<file path="src/sv/text_to_integer_parser_top_assert.svh">
// Assertion macros used by the parser top module.
// Define NO_ASSERTIONS to compile every macro below to nothing.
`ifndef TEXT_TO_INTEGER_PARSER_TOP_ASSERT_SVH
`define TEXT_TO_INTEGER_PARSER_TOP_ASSERT_SVH

`ifndef NO_ASSERTIONS

// Same-cycle implication, checked at every rising clock edge outside reset.
`define TTIP_ASSERT_IMPLIES(label, clk, rst, ante, cons) \
   label: assert property (@(posedge clk) disable iff (rst) (ante) |-> (cons)) \
      else $error("ttip assertion failed");

// Next-cycle implication, checked at every rising clock edge outside reset.
`define TTIP_ASSERT_NEXT(label, clk, rst, ante, cons) \
   label: assert property (@(posedge clk) disable iff (rst) (ante) |=> (cons)) \
      else $error("ttip assertion failed");

`else

`define TTIP_ASSERT_IMPLIES(label, clk, rst, ante, cons)
`define TTIP_ASSERT_NEXT(label, clk, rst, ante, cons)

`endif

`endif

</file>
<file path="src/sv/ttip_pkg.sv">
package ttip_pkg;

   localparam int CODE_UNIT_W = 16;
   localparam int VALUE_W     = 32;
   localparam int DIGIT_W     = 4;

   // Character codes the parser reacts to.
   localparam logic [CODE_UNIT_W-1:0] CH_NUL     = 16'h0000;
   localparam logic [CODE_UNIT_W-1:0] CH_SPACE   = 16'h0020;
   localparam logic [CODE_UNIT_W-1:0] CH_MINUS   = 16'h002D;
   localparam logic [CODE_UNIT_W-1:0] CH_ZERO    = 16'h0030;
   localparam logic [CODE_UNIT_W-1:0] CH_NINE    = 16'h0039;
   localparam logic [CODE_UNIT_W-1:0] CH_UPPER_A = 16'h0041;
   localparam logic [CODE_UNIT_W-1:0] CH_UPPER_F = 16'h0046;
   localparam logic [CODE_UNIT_W-1:0] CH_LOWER_A = 16'h0061;
   localparam logic [CODE_UNIT_W-1:0] CH_LOWER_F = 16'h0066;
   localparam logic [CODE_UNIT_W-1:0] CH_UPPER_X = 16'h0058;
   localparam logic [CODE_UNIT_W-1:0] CH_LOWER_X = 16'h0078;

   // Value of the letter A as a digit; letters B to F follow it.
   localparam logic [DIGIT_W-1:0] DIGIT_TEN = 4'hA;

   typedef enum logic [3:0] {
      PH_START  = 4'b0001,
      PH_ZERO   = 4'b0010,
      PH_DIGITS = 4'b0100,
      PH_DONE   = 4'b1000
   } phase_type;

   typedef struct packed {
      phase_type          phase;
      logic [VALUE_W-1:0] accumulator;
      logic               negative;
      logic               hex_mode;
   } parse_state_type;

   localparam parse_state_type PARSE_CLEAR = '{
      phase:       PH_START,
      accumulator: '0,
      negative:    1'b0,
      hex_mode:    1'b0
   };

endpackage

</file>
<file path="src/sv/ttip_req_if.sv">
interface ttip_req_if;
   import ttip_pkg::*;

   logic                   valid;
   logic                   ready;
   logic [CODE_UNIT_W-1:0] code_unit;

   modport source (output valid, output code_unit, input ready);
   modport sink (input valid, input code_unit, output ready);
endinterface

</file>
<file path="src/sv/ttip_rsp_if.sv">
interface ttip_rsp_if;
   import ttip_pkg::*;

   logic                      valid;
   logic                      ready;
   logic signed [VALUE_W-1:0] value;

   modport source (output valid, output value, input ready);
   modport sink (input valid, input value, output ready);
endinterface

</file>
<file path="src/sv/ttip_csr_if.sv">
interface ttip_csr_if;
   logic valid;
   logic ready;
   logic allow_hex;

   modport source (output valid, output allow_hex, input ready);
   modport sink (input valid, input allow_hex, output ready);
endinterface

</file>
<file path="src/sv/ttip_step.sv">
module ttip_step (
   input  ttip_pkg::parse_state_type          state_cur,
   input  logic [ttip_pkg::CODE_UNIT_W-1:0]   code_unit,
   input  logic                               allow_hex,
   output ttip_pkg::parse_state_type          state_nxt,
   output logic [ttip_pkg::VALUE_W-1:0]       value
);
   import ttip_pkg::*;

   logic               is_dec;
   logic               is_upper;
   logic               is_lower;
   logic               is_digit;
   logic [DIGIT_W-1:0] digit;
   logic [VALUE_W-1:0] acc_scaled;
   logic [VALUE_W-1:0] acc_digit;
   parse_state_type    after_digit;

   // Digit decode; letters only count once a hex prefix has been seen.
   always_comb begin
      is_dec   = (code_unit >= CH_ZERO) && (code_unit <= CH_NINE);
      is_upper = state_cur.hex_mode && (code_unit >= CH_UPPER_A) && (code_unit <= CH_UPPER_F);
      is_lower = state_cur.hex_mode && (code_unit >= CH_LOWER_A) && (code_unit <= CH_LOWER_F);
      is_digit = is_dec || is_upper || is_lower;
      if (is_upper) begin
         digit = DIGIT_W'(code_unit - CH_UPPER_A) + DIGIT_TEN;
      end else if (is_lower) begin
         digit = DIGIT_W'(code_unit - CH_LOWER_A) + DIGIT_TEN;
      end else begin
         digit = DIGIT_W'(code_unit - CH_ZERO);
      end
   end

   // Times sixteen is a shift; times ten is eight plus two.
   always_comb begin
      if (state_cur.hex_mode) begin
         acc_scaled = {state_cur.accumulator[VALUE_W-5:0], 4'b0000};
      end else begin
         acc_scaled = {state_cur.accumulator[VALUE_W-4:0], 3'b000}
                    + {state_cur.accumulator[VALUE_W-2:0], 1'b0};
      end
      acc_digit = acc_scaled + {{(VALUE_W-DIGIT_W){1'b0}}, digit};
   end

   // State after feeding the character as a digit; a non-digit ends the number.
   always_comb begin
      after_digit = state_cur;
      if (is_digit) begin
         after_digit.accumulator = acc_digit;
         after_digit.phase       = PH_DIGITS;
      end else begin
         after_digit.phase = PH_DONE;
      end
   end

   assign value = state_cur.negative ? (VALUE_W'(0) - state_cur.accumulator)
                                     : state_cur.accumulator;

   always_comb begin
      state_nxt = state_cur;
      if (code_unit == CH_NUL) begin
         state_nxt = PARSE_CLEAR;
      end else begin
         case (state_cur.phase)
            PH_START: begin
               if (!state_cur.negative && (code_unit == CH_SPACE)) begin
                  state_nxt = state_cur;
               end else if (!state_cur.negative && (code_unit == CH_MINUS)) begin
                  state_nxt.negative = 1'b1;
               end else if (allow_hex && (code_unit == CH_ZERO)) begin
                  state_nxt.phase = PH_ZERO;
               end else begin
                  state_nxt = after_digit;
               end
            end
            PH_ZERO: begin
               if ((code_unit == CH_LOWER_X) || (code_unit == CH_UPPER_X)) begin
                  state_nxt.hex_mode = 1'b1;
                  state_nxt.negative = 1'b0;
                  state_nxt.phase    = PH_DIGITS;
               end else begin
                  state_nxt = after_digit;
               end
            end
            PH_DIGITS: begin
               state_nxt = after_digit;
            end
            default: begin
               state_nxt = state_cur;
            end
         endcase
      end
   end
endmodule

</file>
<file path="src/sv/text_to_integer_parser_top.sv">
// Channel   Direction  Payload                  Transfer when
// req_chan  in         code_unit [15:0]         valid && ready
// rsp_chan  out        value [31:0] signed      valid && ready
// csr_chan  in         allow_hex [0]            valid && ready (always ready)
//
// Every character is registered in the input register, and the step logic
// writes the result register when a NUL leaves it, so a result is valid once
// its NUL has passed through the input register, and it can then be taken.
// One character is taken per cycle; the only thing that stalls the input is a
// NUL that meets a full result register whose result is not being taken.
// Ordinary characters keep flowing while a result waits at the output.
// Reset is synchronous and active high; it clears the parse state, the control
// valids and allow_hex, and no clearing pass follows it.
module text_to_integer_parser_top (
   input logic  clock,
   input logic  reset,
   ttip_req_if.sink   req_chan,
   ttip_rsp_if.source rsp_chan,
   ttip_csr_if.sink   csr_chan
);
   import ttip_pkg::*;

`include "text_to_integer_parser_top_assert.svh"

   // Configuration register. Writes are only to be made while the parser is idle;
   // the block itself does not enforce this. The register is always ready.
   logic allow_hex_ff;
   logic allow_hex_in;

   // Input register stage holding one character.
   logic                   s1_valid_ff;
   logic                   s1_valid_in;
   logic [CODE_UNIT_W-1:0] s1_code_unit_ff;
   logic [CODE_UNIT_W-1:0] s1_code_unit_in;

   // Running parse state.
   parse_state_type state_ff;
   parse_state_type state_in;
   parse_state_type state_step;

   // Result register.
   logic               rsp_valid_ff;
   logic               rsp_valid_in;
   logic [VALUE_W-1:0] rsp_value_ff;
   logic [VALUE_W-1:0] rsp_value_in;
   logic [VALUE_W-1:0] step_value;

   logic req_take;
   logic s1_is_nul;
   logic rsp_free;
   logic s1_go;
   logic rsp_load;

   assign csr_chan.ready = 1'b1;
   assign allow_hex_in   = (csr_chan.valid) ? csr_chan.allow_hex : allow_hex_ff;

   // A character in the input stage moves on unless it is a NUL whose result
   // has nowhere to go this cycle.
   assign s1_is_nul = (s1_code_unit_ff == CH_NUL);
   assign rsp_free  = !rsp_valid_ff || rsp_chan.ready;
   assign s1_go     = s1_valid_ff && (!s1_is_nul || rsp_free);
   assign rsp_load  = s1_go && s1_is_nul;

   assign req_chan.ready = !s1_valid_ff || s1_go;
   assign req_take       = req_chan.valid && req_chan.ready;

   assign s1_valid_in     = req_take || (s1_valid_ff && !s1_go);
   assign s1_code_unit_in = req_take ? req_chan.code_unit : s1_code_unit_ff;

   ttip_step u_step (
      .state_cur (state_ff),
      .code_unit (s1_code_unit_ff),
      .allow_hex (allow_hex_ff),
      .state_nxt (state_step),
      .value     (step_value)
   );

   assign state_in = s1_go ? state_step : state_ff;

   // The result register fills on a NUL and empties when the result is taken.
   assign rsp_valid_in = rsp_load || (rsp_valid_ff && !rsp_chan.ready);
   assign rsp_value_in = rsp_load ? step_value : rsp_value_ff;

   assign rsp_chan.valid = rsp_valid_ff;
   assign rsp_chan.value = $signed(rsp_value_ff);

   always_ff @(posedge clock) begin
      if (reset) begin
         allow_hex_ff <= 1'b0;
         s1_valid_ff  <= 1'b0;
         state_ff     <= PARSE_CLEAR;
         rsp_valid_ff <= 1'b0;
      end else begin
         allow_hex_ff <= allow_hex_in;
         s1_valid_ff  <= s1_valid_in;
         state_ff     <= state_in;
         rsp_valid_ff <= rsp_valid_in;
      end
   end

   // Payload registers carry no reset.
   always_ff @(posedge clock) begin
      s1_code_unit_ff <= s1_code_unit_in;
      rsp_value_ff    <= rsp_value_in;
   end

   // A NUL that leaves the input stage leaves the parser in its start state.
   `TTIP_ASSERT_NEXT(a_nul_clears, clock, reset, rsp_load, (state_ff == PARSE_CLEAR))

   // A waiting result is never overwritten by the next NUL.
   `TTIP_ASSERT_IMPLIES(a_no_overwrite, clock, reset, rsp_valid_ff && !rsp_chan.ready, !rsp_load)

   // The hex prefix cancels the sign, so both flags are never set together.
   `TTIP_ASSERT_IMPLIES(a_sign_hex, clock, reset, state_ff.negative, !state_ff.hex_mode)

   // Hex mode is entered only by a prefix, which puts the parser among digits.
   `TTIP_ASSERT_IMPLIES(a_hex_phase, clock, reset, state_ff.hex_mode, (state_ff.phase == PH_DIGITS) || (state_ff.phase == PH_DONE))

   // Ordinary characters never block the input stage.
   `TTIP_ASSERT_IMPLIES(a_char_flows, clock, reset, s1_valid_ff && !s1_is_nul, req_chan.ready)
endmodule
</file>
<file path="src/flat_wrapper.sv">
// flat-port wrapper written by rule: the top's interface ports become plain ports
module text_to_integer_parser_top_flat import ttip_pkg::*;
  (clock, reset, req_chan_valid, req_chan_code_unit, req_chan_ready, rsp_chan_valid, rsp_chan_value, rsp_chan_ready, csr_chan_valid, csr_chan_allow_hex, csr_chan_ready);
  ttip_req_if req_chan_i ();
  ttip_rsp_if rsp_chan_i ();
  ttip_csr_if csr_chan_i ();
  input logic clock;
  input logic reset;
  input wire logic [$bits(req_chan_i.valid)-1:0] req_chan_valid;
  input wire logic [$bits(req_chan_i.code_unit)-1:0] req_chan_code_unit;
  output wire logic [$bits(req_chan_i.ready)-1:0] req_chan_ready;
  output wire logic [$bits(rsp_chan_i.valid)-1:0] rsp_chan_valid;
  output wire logic [$bits(rsp_chan_i.value)-1:0] rsp_chan_value;
  input wire logic [$bits(rsp_chan_i.ready)-1:0] rsp_chan_ready;
  input wire logic [$bits(csr_chan_i.valid)-1:0] csr_chan_valid;
  input wire logic [$bits(csr_chan_i.allow_hex)-1:0] csr_chan_allow_hex;
  output wire logic [$bits(csr_chan_i.ready)-1:0] csr_chan_ready;
  assign req_chan_i.valid = req_chan_valid;
  assign req_chan_i.code_unit = req_chan_code_unit;
  assign req_chan_ready = req_chan_i.ready;
  assign rsp_chan_valid = rsp_chan_i.valid;
  assign rsp_chan_value = rsp_chan_i.value;
  assign rsp_chan_i.ready = rsp_chan_ready;
  assign csr_chan_i.valid = csr_chan_valid;
  assign csr_chan_i.allow_hex = csr_chan_allow_hex;
  assign csr_chan_ready = csr_chan_i.ready;
  text_to_integer_parser_top u_core (.clock(clock), .reset(reset), .req_chan(req_chan_i), .rsp_chan(rsp_chan_i), .csr_chan(csr_chan_i));
endmodule
</file>
<file path="config.mk">
export PLATFORM = sky130hd
export DESIGN_NAME = text_to_integer_parser_top_flat
export DESIGN_NICKNAME = d
export VERILOG_FILES = /design/src/sv/ttip_pkg.sv /design/src/sv/ttip_req_if.sv /design/src/sv/ttip_rsp_if.sv /design/src/sv/ttip_csr_if.sv /design/src/sv/ttip_step.sv /design/src/sv/text_to_integer_parser_top.sv /design/src/flat_wrapper.sv
export VERILOG_INCLUDE_DIRS = /design/src /design/src/sv
export SDC_FILE = /design/constraint.sdc
export NUM_CORES = 1
export LEC_CHECK = 0
export BUFFER_PORTS_ARGS = -buffer_cell sky130_fd_sc_hd__buf_2
export CORE_MARGIN = 2
export CORE_UTILIZATION = 36
export DETAILED_ROUTE_END_ITERATION = 7
export MAX_ROUTING_LAYER = met4
export PLACE_DENSITY = 0.52
export SLEW_MARGIN = 20
export SYNTH_ARGS = -nofsm -noshare
export SYNTH_HDL_FRONTEND = slang
export SYNTH_SLANG_ARGS = --single-unit
</file>
<file path="constraint.sdc">
create_clock -name clock -period 7.6 [get_ports clock]
set_input_delay 1.14 -clock clock [delete_from_list [all_inputs] [get_ports clock]]
set_output_delay 1.14 -clock clock [all_outputs]
set_load 0.05 [all_outputs]
</file>
== Word level (Yosys, flattened, before mapping) ==
Cells that the tools add are included.
Storage, ports and cells
  flip-flop bits (word level): 89
  input port bits: 22
Cells by class
  add/sub/neg operators: 8
  order comparisons: 6
  equal/unequal tests: 16
  muxes and demuxes: 17
  reductions and logical operators: 36
Operator list (number)
  2-to-1 mux 32 bit: 4
  one-hot mux 38 bit (3 select lines): 1
  2-to-1 mux 38 bit: 2
  equality test 16 x 6 -> 1 bit (second input constant): 3
  2-to-1 mux 36 bit: 1
  2-to-1 mux 34 bit: 1
  adder 32 bit: 1
  adder 32 x 4 -> 32 bit: 1
  equality test 16 x 7 -> 1 bit (second input constant): 2
  >= comparator 16 x 7 -> 1 bit (second input constant): 2
  <= comparator 16 x 7 -> 1 bit (second input constant): 2
  subtractor 1 x 32 -> 32 bit (first input constant): 1
  2-to-1 mux 4 bit: 5
  inequality test 3 x 2 -> 1 bit (second input constant): 6
  >= comparator 16 x 6 -> 1 bit (second input constant): 1
  <= comparator 16 x 6 -> 1 bit (second input constant): 1
  zero test 16 bit: 1
  logical AND 1 bit: 13
  AND reduction 6 bit: 2
  subtractor 4 x 1 -> 4 bit (second input constant): 3
  adder 4 bit (second input constant): 2
  logical OR 1 bit: 8
  zero test 1 bit: 6
  AND reduction 5 bit: 1
  other kinds (10): 13

== Logic depth before layout (Yosys ltp) ==
  word-level depth: 12
  depth in mapped cells: 22
  depth with buffers taken out: 22

== By module ==
Synthesis repeated with hierarchy kept, for this count alone.
Second synthesis, totals
  cell total of the unflattened synthesis: 1030
  area total of the unflattened synthesis: 8106.5 µm²
By module, submodules not included
  ttip_step: instances 1, cells each 650, area an instance 4205.3 µm²
  text_to_integer_parser_top: instances 1, cells each 380, area an instance 3901.2 µm²

== Least setup slack after synthesis ==
OpenSTA, ideal clock, no wires.
  path type: reg2reg
  from: reg u_core.s1_code_unit_ff[1]
  to: reg u_core.state_ff[33] (netlist name)
  setup time: 0.127 ns
  arrival time: 4.613 ns
  data required time: 7.473 ns
  setup slack: 2.860 ns
  stages on the path, launching flop included: 21
  buffers on the path: 0
  period minus slack after synthesis: 4.740 ns
  cells stage by stage: edfxtp_1 inv_1 ha_1 or4b_1 o311a_1 o21ai_0 nor3_1 o21ai_0 ha_1 inv_1 fa_1 nor2b_1 o221ai_1 nor2_1 and2_2 nand4_2 or4b_4 or3_4 nor4_2 xor2_1 o21ai_0
Between the ends
  word-level cells in the longest chain between the ends: 12
Ends and longest elaborated chain
  start: declaration: RTL line text_to_integer_parser_top.sv:33  | logic [CODE_UNIT_W-1:0] s1_code_unit_ff;
  start signal: assignment: RTL line text_to_integer_parser_top.sv:103  | s1_code_unit_ff <= s1_code_unit_in;
  branches (longest 12 deep; another with adder 32 x 4 -> 32 bit)
  end signal: assignment: RTL line text_to_integer_parser_top.sv:96  | state_ff <= state_in;
  end: declaration: RTL line text_to_integer_parser_top.sv:37  | parse_state_type state_ff;
Parallel ways; which one is timed is not known. The select of a mux whose other input is x is not followed.
A chain may end at the register's enable or synchronous reset.

== Worst setup path after layout ==
Ends and elaborated chain as after synthesis.

==> results.md <==
* # setup viols final at 0
* Mapped Nets at 829
* Final Hold Vio Count at 0
* Number of CTS-inserted buffers at 9
* Seq/Total Area, Yosys at 33.50%
* Critical Path RT at 7.83 ns
* Worst Hold Launch: u_core.state_ff[31]
* P&R area growth vs syn at 10.56%
* Clock sink total at 89
* Number of max-cap violations at 0
* Outcome: finished clean
* Synth Cell Area at 6753 µm²
* Min cycle time layout at 5.311 ns
* Die ar. at 19870 µm²
* FF/Latch Area at 2262 µm²
* GP Congestion at 0.9039
* Fin worst setup slack at 2.289 ns
* Die Y at 141.0 µm
* Nets at 872
* Final HPWL DP at 13140 µm
* Clock power frac at 44.2%
* Switching power share of the total at 24.21%
* Worst r2r dst: u_core.state_ff[33]
* Worst slew pin tran at 0.8839 ns
* Setup crit end kind: flop
* Htree depth at 3
* Gr ovfl total at 0
* CTS tree: done
* Initial DRC count at 387
* Mapped Cells at 769
* Switching Power at 0.0002416 W
* IO Port Bufs at 55
* Setup TNS at 0 ns
* Standard-cell rows at 50
* N_diodes at 0
* Multi-input logic area at 4227 µm²
* Worst-Skew Late Latency at 0.35 ns
* Final design utilization at 40.18%
* Power Density at 133.6 nW/µm²
* Vias in the first global route at 5755
* Post-route ant nets at 0
* Initial antenna violation count at 0
* Fmax at 0.1883 GHz
* Most frequent cells in the layout: nand2_1, nor2_1, buf_2
* Library cells used by synthesis at 87
* Hold EP: u_core.state_ff[31]
* TritonRoute pass-1 iters at 5
* Reg2Reg Launch Point: u_core.s1_code_unit_ff[1]
* DP Worst Slack at 2.281 ns
* Worst VDD drop at 0.0001008 V
* Post-synth EDFFs at 48
* Comb pwr share at 3.5%
* Sequential share of power at 52.3%
* Ys async rst share at 0%
* Post-synthesis mux area share at 1.649%
* Largest net degree at the start of global routing at 62
* Post-synthesis compound-gate area fraction at 21.81%
* XOR/XNOR Fraction of Synth Area at 8.431%
* Seq cells post-synth at 89
* DR WL/cell at 17.14 µm
* Cts repair resizes at 0
* # hold bufs at CTS at 0
* Critical Path Start Type: flop
* Worst EP arrival at 5.54 ns
* Io pins at 57
* Max Clock Skew at 0.007950 ns
* Starting Density at 36.34%
* First-pass GRT wire length at 29550 µm
* Synth Warn # at 0
* CTS Buffer Depth at 2
* Vias at 6103
* Total core area at 18580 µm²
* Max-slew violations at 0
* Top FF cell, synth: edfxtp_1
* Hold Crit Depth at 2
* Commonest non-fill, non-tap cell in the layout: nand2_1
* Int Pwr at 0.0007561 W
* Fraction of layout cells with a size suffix above 1 at 12.73%
* Post-Synth Adder-Cell Area at 7.263%
* Via/cell ratio at 5.807
* Final WL at 18010 µm
* R2R setup slack at 2.29 ns
* CP max FO at 8
* R2R cell count at 20
* Kind of critical path: flop to flop
* CTS clk-pin slew, worst paths at 0.07 ns
* HP Class: flop to flop
* Filler cell count at 1864
* Main combinational cell family by area after synthesis: simple AND/OR/NAND/NOR gates
* RSZ-0062 raised after global routing: no
* Tcrit/Tclk final at 69.89%
* Relative slew slack at 40.33%
* Synthesized area per cell at 8.781 µm²
* GRT Total Usage at 19.05%
* CTS Root Cell: clkbuf_16
* Synth Area in Simple Gates at 23.38%
* Leak pwr at 2.972 nW
* Setup Buffers After CTS at 0
* DRC at 0
* DIE WIDTH at 141.0 µm
synthesized netlist by cell type (11+ instances only):
cell | number | area share (%)
inv_1 | 21 | 1.2
dfxtp_1 | 41 | 12
edfxtp_1 | 48 | 21
nand3_1 | 21 | 1.6
nand2_1 | 76 | 4.2
nor2b_1 | 15 | 1.4
nor2_1 | 62 | 3.4
o31ai_1 | 11 | 1.2
o21ai_0 | 42 | 3.1
a21oi_1 | 46 | 3.4
xnor2_1 | 50 | 6.5
a21o_1 | 13 | 1.4
xor2_1 | 15 | 1.9
ha_1 | 36 | 6.7
a22oi_1 | 17 | 1.9
clkbuf_1 | 19 | 1.1
nor3_1 | 28 | 2.1
or3_1 | 14 | 1.3
registers in the layout (all words and copies together), names as in the netlist:
signal and count:
u_core.s1_code_unit_ff 16, u_core.allow_hex_ff 1, u_core.s1_valid_ff 1, u_core.rsp_chan.valid 1, u_core.rsp_chan.value 32, u_core.state_ff 38
power by group through the flow:
stage	Clock, W	Combinational (W)	Sequential [W]
2_1_floorplan	0	0.0000257	0.000529
3_3_place_gp	0	0.0000336	0.000532
3_5_place_dp	0	0.0000350	0.000533
4_1_cts	0.000458	0.0000353	0.000522
5_1_grt	0.000477	0.0000394	0.000523
6_report	0.000441	0.0000353	0.000522
cell families (layout without fill, tap and decap cells):
group,after synthesis,count (layout)
compound gates,216,216
xor+xnor,65,65
fa+ha+maj,38,38
buf+inv,50,98
flops,89,89
mux,11,11
other cells,1,1
simple gates,299,299
critical path, stage by stage, from the launching register on:
cell and delay (ns):
edfxtp_1 0.50, inv_1 0.15, ha_1 0.19, or4b_1 0.50
o311a_1 0.35, o21ai_0 0.24, nor3_1 0.15, o21ai_0 0.21
ha_1 0.20, inv_1 0.05, fa_1 0.37, nor2b_1 0.16
o221ai_1 0.14, nor2_1 0.12, and2_2 0.19, nand4_2 0.12
or4b_4 0.54, or3_4 0.38, nor4_2 0.30, xor2_1 0.20
o21ai_0 0.11
per-layer routing:
metal,track usage [%],share of wire (%)
met1,25.20,48
met2,30.83,47
met3,1.868,3.3
met4,6.263,1.4
met5,-,0
through the flow:
step	hold slack (ns)	cells	total power [W]	instance area, µm²
global placement	0.4755	1035	0.0005653	7181
detailed placement	0.5126	1035	0.0005677	7181
CTS	0.5251	1051	0.001015	7466
global route	0.5529	1051	0.001039	7466
finish	0.5181	1051	0.0009977	7466
floorplan	0.4431	769	0.0005548	6753
worst max-delay path by stage:
stage,from,end,slack (ns),depth (start not counted)
final,u_core.s1_code_unit_ff[1],u_core.state_ff[33],2.29,20
after detailed placement,u_core.s1_code_unit_ff[1],u_core.state_ff[33],2.28,20
after global placement,u_core.s1_code_unit_ff[1],u_core.state_ff[33],2.58,20
after global routing,u_core.s1_code_unit_ff[1],u_core.state_ff[33],1.97,20
after floorplan,u_core.s1_code_unit_ff[1],u_core.state_ff[33],2.86,20
after CTS,u_core.s1_code_unit_ff[1],u_core.state_ff[33],2.26,20
layout make-up:
class | instances | area share [%]
clock buffers | 9 | 3.017
clock inverters | 7 | 0.8044
inverters | 21 | 1.056
multi-input cells | 630 | 56.61
flip-flops and latches | 89 | 30.30
well taps | 234 | 3.922
repair buffers | 61 | 4.290
(Power assumes the default switching activity.)
